<file path="src/hdl/slt_pkg.sv">
// Package for the selectable list table: default sizes, operation codes and
// the control struct broadcast from the top level to the row of entry cells.
// No dependencies.
package slt_pkg;

    localparam int unsigned SLT_DEPTH       = 16;
    localparam int unsigned SLT_VALUE_WIDTH = 32;

    // operation carried in the input tuser
    typedef enum logic [1:0] {
        MODE_APPEND     = 2'd0,
        MODE_REMOVE     = 2'd1,
        MODE_SEL_INDEX  = 2'd2,
        MODE_SEL_VALUE  = 2'd3
    } mode_t;

    // committed update, same for every cell
    typedef struct packed {
        logic load;   // append takes effect; cell at position == count loads
        logic shift;  // remove takes effect; cells at or above index shift down
    } cell_ctl_t;

endpackage

</file>
<file path="src/hdl/slt_cell.sv">
// One entry cell of the selectable list table: holds one stored value,
// loads on append, takes its upper neighbor's value on remove, and takes
// part in the first-match search chain. Depends on slt_pkg.
module slt_cell
    import slt_pkg::*;
#(
    parameter int unsigned DEPTH       = SLT_DEPTH,
    parameter int unsigned VALUE_WIDTH = SLT_VALUE_WIDTH,
    parameter int unsigned POS         = 0
)
(
    input  logic                             clk,
    input  cell_ctl_t                        ctl,
    input  logic [$clog2(DEPTH+1)-1:0]       cnt,
    input  logic [$clog2(DEPTH)-1:0]         idx,
    input  logic [VALUE_WIDTH-1:0]           value,
    input  logic [VALUE_WIDTH-1:0]           upper,
    input  logic                             found_in,
    output logic                             found_out,
    output logic [VALUE_WIDTH-1:0]           entry,
    output logic [VALUE_WIDTH-1:0]           rd,
    output logic [$clog2(DEPTH)-1:0]         pos
);

    localparam int unsigned CW   = $clog2(DEPTH);
    localparam int unsigned CNTW = $clog2(DEPTH+1);

    logic [VALUE_WIDTH-1:0] entry_reg;
    logic [VALUE_WIDTH-1:0] entry_next;
    logic                   live;
    logic                   hit;
    logic                   first;

    assign live = CNTW'(POS) < cnt;
    assign hit  = live && (entry_reg == value);

    // first match: no hit in any lower cell
    assign first     = hit && !found_in;
    assign found_out = found_in || hit;

    assign pos   = first ? CW'(POS) : '0;
    assign rd    = (idx == CW'(POS)) ? entry_reg : '0;
    assign entry = entry_reg;

    always_comb
    begin
        entry_next = entry_reg;
        if (ctl.load && (cnt == CNTW'(POS)))
        begin
            entry_next = value;
        end
        else if (ctl.shift && (idx <= CW'(POS)))
        begin
            entry_next = upper;
        end
    end

    always_ff @(posedge clk)
    begin
        entry_reg <= entry_next;
    end

endmodule

</file>
<file path="src/hdl/selectable_list_table.sv">
// Top level of the selectable list table: stream ports, count/cursor state,
// operation decode, the row of slt_cell entries and the output register.
// Depends on slt_pkg and slt_cell.
//
//   port group | dir | fields (low bit first)
//   -----------+-----+--------------------------------------------------
//   s_*        | in  | tuser: mode[1:0]; tdata: index[3:0], value[35:4]
//   m_*        | out | tdata: ok[0], selected_value[32:1], cursor[36:33],
//              |     |        count[41:37], zero fill [47:42]
//
// One operation per clock: every cell updates in the same cycle (append
// load, shift-down on remove, parallel compare for select-by-value), so the
// cell row sets the rate at one beat per cycle while s_tready is high; a
// result appears in the output register in the cycle after its input beat.
// Reset (rst_n low) empties the list: count 0, cursor 0, no result pending.
// Stored entries are not cleared; only slots below count are ever read.
// A stalled output holds its beat; s_tready stays high while the output
// register is empty or being drained in the same cycle.
module selectable_list_table
    import slt_pkg::*;
#(
    parameter int unsigned DEPTH       = SLT_DEPTH,
    parameter int unsigned VALUE_WIDTH = SLT_VALUE_WIDTH
)
(
    input  logic        clk,
    input  logic        rst_n,
    input  logic        s_tvalid,
    output logic        s_tready,
    input  logic [39:0] s_tdata,   // index[3:0], value[35:4], zero [39:36]
    input  logic [1:0]  s_tuser,   // mode[1:0]
    output logic        m_tvalid,
    input  logic        m_tready,
    output logic [47:0] m_tdata    // ok[0], selected_value[32:1], cursor[36:33],
                                   // count[41:37], zero [47:42]
);

    localparam int unsigned CW   = $clog2(DEPTH);
    localparam int unsigned CNTW = $clog2(DEPTH+1);
    // common width for comparing the 4-bit index and 5-bit count fields
    localparam int unsigned XW   = (CNTW > 5) ? CNTW : 5;

    // list state
    logic [CNTW-1:0]        cnt_reg;
    logic [CNTW-1:0]        cnt_next;
    logic [CW-1:0]          cur_reg;
    logic [CW-1:0]          cur_next;
    logic [VALUE_WIDTH-1:0] sel_reg;    // value under the cursor, 0 when empty
    logic [VALUE_WIDTH-1:0] sel_next;

    // output register
    logic                   m_tvalid_reg;
    logic [47:0]            m_tdata_reg;
    logic [47:0]            m_tdata_next;

    // decoded input beat
    mode_t                  mode;
    logic [3:0]             s_index;
    logic [31:0]            s_value;
    logic [VALUE_WIDTH-1:0] v_in;
    logic [XW-1:0]          idx_x;
    logic [XW-1:0]          cnt_x;
    logic [XW-1:0]          cur_x;
    logic [XW-1:0]          cnt_nx;
    logic [XW-1:0]          cur_nx;
    logic [CW-1:0]          idx_c;
    logic                   idx_in_range;
    logic                   not_full;
    logic                   fire;
    logic                   ok;
    cell_ctl_t              ctl;

    // cell row
    logic [VALUE_WIDTH-1:0] entry_q [DEPTH];
    logic [VALUE_WIDTH-1:0] rd_q    [DEPTH];
    logic [CW-1:0]          pos_q   [DEPTH];
    logic [DEPTH:0]         found;
    logic [VALUE_WIDTH-1:0] rd_any;
    logic [CW-1:0]          pos_any;

    assign s_tready = !m_tvalid_reg || m_tready;
    assign fire     = s_tvalid && s_tready;
    assign m_tvalid = m_tvalid_reg;
    assign m_tdata  = m_tdata_reg;

    assign mode    = mode_t'(s_tuser[1:0]);
    assign s_index = s_tdata[3:0];
    assign s_value = s_tdata[35:4];
    assign v_in    = VALUE_WIDTH'(s_value);

    assign idx_x = XW'(s_index);
    assign cnt_x = XW'(cnt_reg);
    assign cur_x = XW'(cur_reg);
    // only used when the index is below count, so it fits the cursor width
    assign idx_c = CW'(idx_x);

    assign idx_in_range = idx_x < cnt_x;
    assign not_full     = cnt_x < XW'(DEPTH);

    // search chain starts clear at cell 0
    assign found[0] = 1'b0;

    for (genvar g = 0; g < DEPTH; g++)
    begin : g_cell
        logic [VALUE_WIDTH-1:0] upper;

        if (g == DEPTH - 1)
        begin : g_top
            assign upper = '0;
        end
        else
        begin : g_mid
            assign upper = entry_q[g+1];
        end

        slt_cell #(
            .DEPTH       (DEPTH),
            .VALUE_WIDTH (VALUE_WIDTH),
            .POS         (g)
        ) u_cell (
            .clk       (clk),
            .ctl       (ctl),
            .cnt       (cnt_reg),
            .idx       (idx_c),
            .value     (v_in),
            .upper     (upper),
            .found_in  (found[g]),
            .found_out (found[g+1]),
            .entry     (entry_q[g]),
            .rd        (rd_q[g]),
            .pos       (pos_q[g])
        );
    end

    // at most one cell drives a nonzero read value and a nonzero position
    always_comb
    begin
        rd_any  = '0;
        pos_any = '0;
        for (int i = 0; i < DEPTH; i++)
        begin
            rd_any  = rd_any | rd_q[i];
            pos_any = pos_any | pos_q[i];
        end
    end

    always_comb
    begin
        ok        = 1'b0;
        ctl       = '0;
        cnt_next  = cnt_reg;
        cur_next  = cur_reg;
        sel_next  = sel_reg;
        case (mode)
            MODE_APPEND:
            begin
                if (not_full)
                begin
                    ok        = 1'b1;
                    ctl.load  = fire;
                    cnt_next  = cnt_reg + CNTW'(1);
                    // first entry becomes the selection at position 0
                    if (cnt_reg == '0)
                    begin
                        sel_next = v_in;
                    end
                end
            end
            MODE_REMOVE:
            begin
                if (idx_in_range)
                begin
                    ok        = 1'b1;
                    ctl.shift = fire;
                    cnt_next  = cnt_reg - CNTW'(1);
                    if (idx_x == cur_x)
                    begin
                        // selected entry removed: cursor back to the head
                        cur_next = '0;
                        if (cnt_reg == CNTW'(1))
                        begin
                            sel_next = '0;
                        end
                        else if (idx_c == '0)
                        begin
                            sel_next = entry_q[1];
                        end
                        else
                        begin
                            sel_next = entry_q[0];
                        end
                    end
                    else if (idx_c < cur_reg)
                    begin
                        cur_next = cur_reg - CW'(1);
                    end
                end
            end
            MODE_SEL_INDEX:
            begin
                if (idx_in_range)
                begin
                    ok       = 1'b1;
                    cur_next = idx_c;
                    sel_next = rd_any;
                end
            end
            MODE_SEL_VALUE:
            begin
                if (found[DEPTH])
                begin
                    ok       = 1'b1;
                    cur_next = pos_any;
                    sel_next = v_in;
                end
            end
            default:
            begin
                ok = 1'b0;
            end
        endcase
    end

    assign cnt_nx = XW'(cnt_next);
    assign cur_nx = XW'(cur_next);

    assign m_tdata_next = {6'd0, cnt_nx[4:0], cur_nx[3:0], 32'(sel_next), ok};

    always_ff @(posedge clk or negedge rst_n)
    begin
        if (!rst_n)
        begin
            cnt_reg      <= '0;
            cur_reg      <= '0;
            sel_reg      <= '0;
            m_tvalid_reg <= 1'b0;
        end
        else
        begin
            if (fire)
            begin
                cnt_reg      <= cnt_next;
                cur_reg      <= cur_next;
                sel_reg      <= sel_next;
                m_tvalid_reg <= 1'b1;
            end
            else if (m_tready)
            begin
                m_tvalid_reg <= 1'b0;
            end
        end
    end

    always_ff @(posedge clk)
    begin
        if (fire)
        begin
            m_tdata_reg <= m_tdata_next;
        end
    end

endmodule

</file>
<file path="config.mk">
export PLATFORM = sky130hd
export DESIGN_NAME = selectable_list_table
export DESIGN_NICKNAME = d
export VERILOG_FILES = /design/src/hdl/slt_pkg.sv /design/src/hdl/slt_cell.sv /design/src/hdl/selectable_list_table.sv
export SDC_FILE = /design/constraint.sdc
export NUM_CORES = 2
export LEC_CHECK = 0
export ABC_CLOCK_PERIOD_IN_PS = 10700
export BUFFER_PORTS_ARGS = -buffer_cell sky130_fd_sc_hd__buf_2
export CAP_MARGIN = 0
export CORE_ASPECT_RATIO = 0.75
export CORE_UTILIZATION = 45
export DETAILED_ROUTE_END_ITERATION = 10
export PLACE_DENSITY = 0.64
export SLEW_MARGIN = 20
export SYNTH_ARGS = -nofsm -noshare
export SYNTH_HDL_FRONTEND = slang
export SYNTH_HIERARCHICAL = 1
export SYNTH_SLANG_ARGS = --single-unit
</file>
<file path="constraint.sdc">
create_clock -name clk -period 10.7 [get_ports clk]
set_clock_uncertainty 0.1 [all_clocks]
set_input_delay 1.605 -clock clk [delete_from_list [all_inputs] [get_ports clk]]
set_output_delay 1.605 -clock clk [all_outputs]
set_load 0.02 [all_outputs]
</file>
## Yosys cells after proc, flatten, opt, wreduce, memory -nomap -nowiden

Index checks and enable logic that the tools add are counted.

| storage, ports and cells | value |
|---|---|
| register bits after elaboration | 596 |
| output and inout port bits | 50 |
| logic and storage cells | 346 |

| operators by class | value |
|---|---|
| muxes and demuxes | 91 |
| bitwise gates (word level) | 29 |
| eq/ne operators | 50 |
| reductions and logical operators | 117 |
| $add $sub $neg | 3 |
| order comparisons | 35 |

Operator list:

| cell | number |
|---|---|
| two-way mux 32 bit | 56 |
| equality test 32 bit | 16 |
| bitwise OR 32 bit | 15 |
| case mux 32 bit (4 select lines) | 1 |
| logical AND 1 bit | 64 |
| bitwise OR 4 bit | 14 |
| two-way mux 4 bit | 13 |
| equality test 5 x 4 -> 1 bit, second input constant | 8 |
| less-than comparator 4 x 5 -> 1 bit, first input constant | 8 |
| nonzero test 2 bit | 17 |
| equality test 4 bit, second input constant | 8 |
| <= comparator 4 bit, second input constant | 8 |
| equality test 5 x 3 -> 1 bit, second input constant | 4 |
| less-than comparator 3 x 5 -> 1 bit, first input constant | 4 |
| equality test 4 x 3 -> 1 bit, second input constant | 4 |
| <= comparator 4 x 3 -> 1 bit, second input constant | 4 |
| zero test 1 bit | 16 |
| logical OR 1 bit | 16 |
| two-way mux 3 bit | 4 |
| case mux 4 bit (3 select lines) | 1 |
| equality test 5 x 2 -> 1 bit, second input constant | 2 |
| less-than comparator 1 x 5 -> 1 bit, first input constant | 2 |
| less-than comparator 2 x 5 -> 1 bit, first input constant | 2 |
| two-way mux 1 bit | 10 |
| other kinds (22) | 28 |

## Longest topological paths before layout

| logic depth | value |
|---|---|
| depth after elaboration | 22 |
| mapped depth | 42 |
| gate-level depth less buffers | 40 |

## Cells and area by module

Netlist, hierarchy kept.

By module, submodules not included:

| module | instances | area each (um^2) | sequential area each (um^2) | cells each |
|---|---|---|---|---|
| selectable_list_table | 1 | 7348.3 | 2312.2 | 785 |
| slt_cell (g_cell[1].u_cell) | 1 | 2154.6 | 960.9 | 162 |
| slt_cell (g_cell[3].u_cell) | 1 | 2154.6 | 960.9 | 160 |
| slt_cell (g_cell[10].u_cell) | 1 | 2150.8 | 960.9 | 162 |
| slt_cell (g_cell[4].u_cell) | 1 | 2145.8 | 960.9 | 161 |
| slt_cell (g_cell[12].u_cell) | 1 | 2135.8 | 960.9 | 162 |
| slt_cell (g_cell[6].u_cell) | 1 | 2133.3 | 960.9 | 161 |
| slt_cell (g_cell[11].u_cell) | 1 | 2123.3 | 960.9 | 161 |
| slt_cell (g_cell[8].u_cell) | 1 | 2122.0 | 960.9 | 161 |
| slt_cell (g_cell[0].u_cell) | 1 | 2110.8 | 960.9 | 157 |
| slt_cell (g_cell[5].u_cell) | 1 | 2048.2 | 960.9 | 161 |
| slt_cell (g_cell[14].u_cell) | 1 | 2038.2 | 960.9 | 161 |
| slt_cell (g_cell[2].u_cell) | 1 | 2025.7 | 960.9 | 159 |
| slt_cell (g_cell[9].u_cell) | 1 | 2020.7 | 960.9 | 161 |
| 3 more rows | - | - | - | - |

## Least setup slack after synthesis

Ideal clock, no wire load.

| timing path | value |
|---|---|
| kind | input -> register |
| start | input s_tdata[33] |
| end | register m_tdata_reg[17], in the netlist m_tdata[17], data pin |
| arrival | 6.019 ns |
| stages | 38 |
| library setup time | 0.254 ns |
| slack | 4.327 ns |
| required time | 10.346 ns |
| path through | xnor2_1 > nand4_1 > or4_1 > o31ai_2 > inv_1 > o31ai_1 > inv_1 > o31ai_1 > inv_1 > o31ai_1 > inv_1 > o31ai_1 > inv_1 > o31ai_2 > inv_1 > o31ai_1 > inv_1 > o31ai_2 > [... 2 more ...] > inv_1 > o31ai_1 > inv_1 > o31ai_1 > inv_1 > o31ai_2 > inv_1 > o31ai_1 > inv_1 > o31ai_2 > clkbuf_1 > buf_2 > buf_1 > mux2i_1 > nor2_1 > a21oi_1 > o221a_1 > nand2_1 |

| between the ends | value |
|---|---|
| longest elaborated chain between the ends | 19 |
| elaborated cells between the ends (all ways) | 49 |
| classes of those cells | eq/ne: 16; mux: 2; reduce/logical: 31 |

Ends and longest elaborated chain:

| what | line | RTL |
|---|---|---|
| from (decl) | selectable_list_table.sv:30 | `input logic [39:0] s_tdata,` |
| equality test 32 bit | slt_cell.sv:35 | `assign hit = live && (entry_reg == value);` |
| logical AND 1 bit | slt_cell.sv:35 |  |
| logical OR 1 bit | slt_cell.sv:39 | `assign found_out = found_in \|\| hit;` |
| logical OR 1 bit (*) | slt_cell.sv:39 |  |
| via found[3] | selectable_list_table.sv:77 | `logic [DEPTH:0] found;` |
| logical OR 1 bit (*) | slt_cell.sv:39 |  |
| via found[4] | selectable_list_table.sv:77 |  |
| logical OR 1 bit (*) | slt_cell.sv:39 |  |
| via found[5] | selectable_list_table.sv:77 |  |
| [... 1 more ...] | - |  |
| via found[6] | selectable_list_table.sv:77 |  |
| [... 1 more ...] | - |  |
| via found[7] | selectable_list_table.sv:77 |  |
| [... 1 more ...] | - |  |
| via found[8] | selectable_list_table.sv:77 |  |
| [... 1 more ...] | - |  |
| via found[9] | selectable_list_table.sv:77 |  |
| [... 1 more ...] | - |  |
| via found[10] | selectable_list_table.sv:77 |  |
| [... 1 more ...] | - |  |
| via found[11] | selectable_list_table.sv:77 |  |
| [... 1 more ...] | - |  |
| via found[12] | selectable_list_table.sv:77 |  |
| [... 1 more ...] | - |  |
| via found[13] | selectable_list_table.sv:77 |  |
| [... 1 more ...] | - |  |
| via found[14] | selectable_list_table.sv:77 |  |
| logical OR 1 bit (*) | slt_cell.sv:39 |  |
| via found[15] | selectable_list_table.sv:77 |  |
| logical OR 1 bit (*) | slt_cell.sv:39 |  |
| via found[16] | selectable_list_table.sv:77 |  |
| two-way mux 32 bit (*) | selectable_list_table.sv:210 | `if (found[DEPTH])` |
| case mux 32 bit (4 select lines) (*) | selectable_list_table.sv:154 | `case (mode)` |
| via sel_next[16] | selectable_list_table.sv:49 | `logic [VALUE_WIDTH-1:0] sel_next;` |
| to (signal assigned) | selectable_list_table.sv:258 | `m_tdata_reg <= m_tdata_next;` |
| to (decl) | selectable_list_table.sv:53 | `logic [47:0] m_tdata_reg;` |

The timed path passes the listed nets; every way through them passes the cells marked *.
A chain may end at the register's enable or synchronous reset.

## Worst setup path after layout

| timing path | value |
|---|---|
| start | input s_tdata[34] |
| end | register m_tdata_reg[33], in the netlist m_tdata[33], data pin |

| between the ends | value |
|---|---|
| elaborated cells between the ends (all ways) | 87 |
| classes of those cells | eq/ne: 16; mux: 10; bitwise: 14; reduce/logical: 47 |

RTL lines:

| what | line | RTL |
|---|---|---|
| equality test 32 bit | slt_cell.sv:35 |  |
| logical AND 1 bit | slt_cell.sv:35 |  |
| logical OR 1 bit | slt_cell.sv:39 |  |
| logical OR 1 bit (*) | slt_cell.sv:39 |  |
| via found[3] | selectable_list_table.sv:77 |  |
| logical OR 1 bit (*) | slt_cell.sv:39 |  |
| via found[4] | selectable_list_table.sv:77 |  |
| logical OR 1 bit (*) | slt_cell.sv:39 |  |
| via found[5] | selectable_list_table.sv:77 |  |
| [... 1 more ...] | - |  |
| via found[6] | selectable_list_table.sv:77 |  |
| [... 1 more ...] | - |  |
| via found[7] | selectable_list_table.sv:77 |  |
| [... 1 more ...] | - |  |
| via found[8] | selectable_list_table.sv:77 |  |
| [... 1 more ...] | - |  |
| via found[9] | selectable_list_table.sv:77 |  |
| [... 1 more ...] | - |  |
| via found[10] | selectable_list_table.sv:77 |  |
| [... 1 more ...] | - |  |
| via found[11] | selectable_list_table.sv:77 |  |
| [... 1 more ...] | - |  |
| via found[12] | selectable_list_table.sv:77 |  |
| [... 1 more ...] | - |  |
| via found[13] | selectable_list_table.sv:77 |  |
| [... 1 more ...] | - |  |
| via found[14] | selectable_list_table.sv:77 |  |
| logical OR 1 bit (*) | slt_cell.sv:39 |  |
| via found[15] | selectable_list_table.sv:77 |  |
| logical OR 1 bit (*) | slt_cell.sv:39 |  |
| via found[16] | selectable_list_table.sv:77 |  |
| two-way mux 4 bit (*) | selectable_list_table.sv:210 |  |
| case mux 4 bit (3 select lines) (*) | selectable_list_table.sv:154 |  |
| via cur_next[0] | selectable_list_table.sv:47 | `logic [CW-1:0] cur_next;` |

Marks and branches as above.

==> results.tsv <==
stage	metric	value	unit
logic_synthesis	yosysWarnings	6	
clock_tree	tritoncts	done	
critical_path	crit_arrival	8.33	ns
global_routing	grt_pass1_wl	224700	µm
logic_synthesis	ys_types	89	
floorplan	floorplan.rows	95	
power	report.power.total	0.006552	W
clock_tree	numClockSinks	596	
routing	drc	0	
critical_path	crit_required	10.94	ns
finish	final_layout_size_suffix_gt1_frac	0.2628	
clock_tree	clk_transition_reported_paths	0.06	ns
floorplan	start_util	0.4543	
clock_tree	h-tree-depth	3	
critical_path	cell_with_the_biggest_individual_delay_on_the_critical_path	sky130_fd_sc_hd__buf_4	
flow_run	max_cap_viol_count	0	
placed_design	gp_routability_congestion	1.025	
critical_path	setup.reg_to_reg.worst_slack	3.32	ns
critical_path	reg2reg_to	m_tdata[33]	
logic_synthesis	post-synth-top-area-cell	sky130_fd_sc_hd__edfxtp_1	
timing	post-route-period-util	0.7553	
timing	max-slew-margin-rel	0.1217	
logic_synthesis	yosys.area.top_type_share	0.4085	
finish	largest_reg_flops	512	
logic_synthesis	post-synth-top-count-cell	sky130_fd_sc_hd__edfxtp_1	
routing	route.vias.total	30310	
floorplan	boundaryPins	96	
clock_tree	postCtsSetupBuffers	0	
finish	multiInputGateArea	21800	µm²
clock_tree	cts.hold.buffers_added	0	
clock_tree	clock_insertion_delay_worst_skew	0.65	ns
floorplan	floorplan.core_area	89620	µm²
logic_synthesis	asyncSetResetFlopFracSynth	0.07047	
routing	detailedRoute.firstPassIterationCount	6	
timing	finalHoldViolCount	0	
logic_synthesis	synth-seq-cells	596	
floorplan	floorplan.die_area	91710	µm²
finish	seq_area	17690	µm²
timing	rsz0062_at_grt	no	
floorplan	die_width	349.4	µm
timing	worst-slew-pin-transition	1.305	ns
logic_synthesis	most_numerous_cell_types_in_the_synthesized_netlist	554 x sky130_fd_sc_hd__edfxtp_1, 486 x sky130_fd_sc_hd__and2_1, 395 x sky130_fd_sc_hd__xor2_1, 261 x sky130_fd_sc_hd__mux2_4, 253 x sky130_fd_sc_hd__mux2_2	
logic_synthesis	most_used_flip_flop_cell_after_synthesis	sky130_fd_sc_hd__edfxtp_1	
critical_path	critical-path-top-cell-by-count	sky130_fd_sc_hd__inv_1	
critical_path	timing_worst_setup_path_type	in -> reg	
status	outcome	finished, final reports clean	
critical_path	critPathCaptureType	register	
routing	detail_route.wl_per_cell	34.52	µm
power	power.density_cell_area	146.4	nW/µm²
hold_path	hold_class	reg -> reg	
logic_synthesis	syn_area	40720	µm²
clock_tree	cts_made_buffers	66	
logic_synthesis	synthesis.area_per_instance	12.13	µm²
global_routing	first_global_vias	27600	
critical_path	crit_start	s_tdata[34]	
clock_tree	clock_tree.root_cell	sky130_fd_sc_hd__clkbuf_16	
hold_path	min_from	m_tvalid	
critical_path	timing.critical_path.slowest_cell_delay	0.52	ns
logic_synthesis	synth_enable_flop_cells	554	
finish	areaGrowthSynthToFinish	9.882	%
routing	antenna_violating_nets_post_route	0	
timing	min_period	8.082	ns
logic_synthesis	yosysSeqAreaShare	0.4344	
routing	via_per_inst	6.404	
power	worst_ir_drop_vdd	0.1221	mV
hold_path	hold_crit_depth	2	
finish	layout.nets	3522	
routing	detailedRoute.firstIterationViolations	4711	
global_routing	grt_overflow_total	0	
global_routing	grt_start_max_net_pins	71	
timing	fmax	123.7	MHz
global_routing	globalRouteTotalUtil	0.3497	
critical_path	path_max_fanout	22	
critical_path	worstSetupStartpointType	input port	
timing	drv_slew	0	
power	static-leakage-power	17.37	nW
routing	postRouteWirelength	163400	µm
clock_tree	cts_resized	0	
global_routing	antenna_found_initial	14	
placed_design	post_detail_place_hpwl	116000	µm
timing	tns	0	ns
clock_tree	cts-root-to-sink-buffers	3	
critical_path	critical_path.reg2reg.startpoint	cnt_reg[4]	
logic_synthesis	netlist_top_cells_area	sky130_fd_sc_hd__edfxtp_1 41%, sky130_fd_sc_hd__mux2_4 9.6%, sky130_fd_sc_hd__xor2_1 8.5%	
timing	hold_slack	0.4290	ns
timing	report.final.setup_viol	0	
hold_path	worst_hold_path.endpoint	m_tvalid	
logic_synthesis	postSynthCellCount	3357	
finish	n_fill_cell	8050	
floorplan	fp.dieH	262.5	µm
critical_path	timing.reg2reg.worst_path_depth	37	
placed_design	place.port_buffers	85	
[power breakdown]
part	leakage [nW]	internal, W	switching [W]
Sequential	5.58	0.00267	0.000153
Clock	1.10	0.00142	0.00106
Combinational	10.7	0.000424	0.000825
[cells in the final DEF, fill, tap and decap left out, drive strengths merged, types with 9 or more instances in the layout]
cell     Yosys  layout
xnor2      110     110
o221ai      19      19
clkbuf      79      80
edfxtp     554     554
and2       486     486
nor3        33      33
o2bb2ai     16      16
mux2       547     547
o31ai       16      16
conb        16      71
a22o        17      17
a21o        23      23
dfrtp       42      42
diode        0       9
or4          9       9
mux2i       96      96
xor2       395     395
nand2       73      73
a21oi       54      54
nand3       30      30
nor4       253     253
nand4       77      77
o21ai       18      18
ha          16      16
bufinv       0      10
o221a       16      16
nand2b      11      11
nor2        56      56
clkinv       1      26
buf        144     203
inv         39      42
and3        38      38
[worst max path at each step]
stage / cells after the start / endpoint / slack, ns
after CTS: 40 / m_tdata[33] / 2.92
after global routing: 40 / m_tdata[33] / 2.21
after floorplan: 38 / m_tdata[17] / 4.33
after global placement: 40 / m_tdata[33] / 2.43
final: 39 / m_tdata[33] / 2.62
after detailed placement: 40 / m_tdata[33] / 2.30
[per-stage QoR]
step | instance area (µm²) | worst slack [ns] | std cells | util
6_report | 44740 | 2.618 | 4733 | 0.4992
5_1_grt | 44730 | 2.208 | 4726 | 0.4991
2_1_floorplan | 40930 | 4.327 | 3412 | -
3_5_place_dp | 42410 | 2.297 | 4604 | 0.4732
3_3_place_gp | 42400 | 2.426 | 4604 | 0.4731
4_1_cts | 44660 | 2.920 | 4724 | 0.4984
[cell type report]
| class | count | area share |
|---|---|---|
| clock inverters | 40 | 0.01113 |
| well taps | 1212 | 0.03389 |
| diodes | 9 | 0.0005033 |
| flip-flops and latches | 596 | 0.3954 |
| clock buffers | 80 | 0.03926 |
| multi-input cells | 2553 | 0.4871 |
| repair buffers | 203 | 0.02936 |
| inverters | 40 | 0.003356 |
[critical path: cells and delay by family]
kind	cells	cell delay, ns
buf+inv	16	2.54
simple gates	4	0.76
xor+xnor	1	0.13
compound gates	18	3.22
[layer usage]
layer | up-vias | wire length, µm | track usage
li1 | 12510 | - | -
met1 | 15360 | 69250 | 0.5228
met2 | 2204 | 62720 | 0.4470
met3 | 232 | 26240 | 0.1465
met4 | 6 | 5129 | 0.1062
met5 | - | 40 | 0
[logic make-up (layout without fill, tap and decap cells)]
| logic type | count (synthesis) | in the layout | synth area share |
|---|---|---|---|
| XOR/XNOR | 505 | 505 | 0.1088 |
| buffers and inverters | 263 | 363 | 0.04123 |
| flip-flops | 596 | 596 | 0.4344 |
| multiplexers | 643 | 643 | 0.1989 |
| AND/OR/NAND/NOR | 1098 | 1098 | 0.1677 |
| AO/OA/AOI/OAI | 220 | 220 | 0.04262 |
| other | 16 | 80 | 0.001475 |
| adder cells (fa/ha/maj) | 16 | 16 | 0.004916 |
No activity file was read; power rests on OpenSTA's default activity.
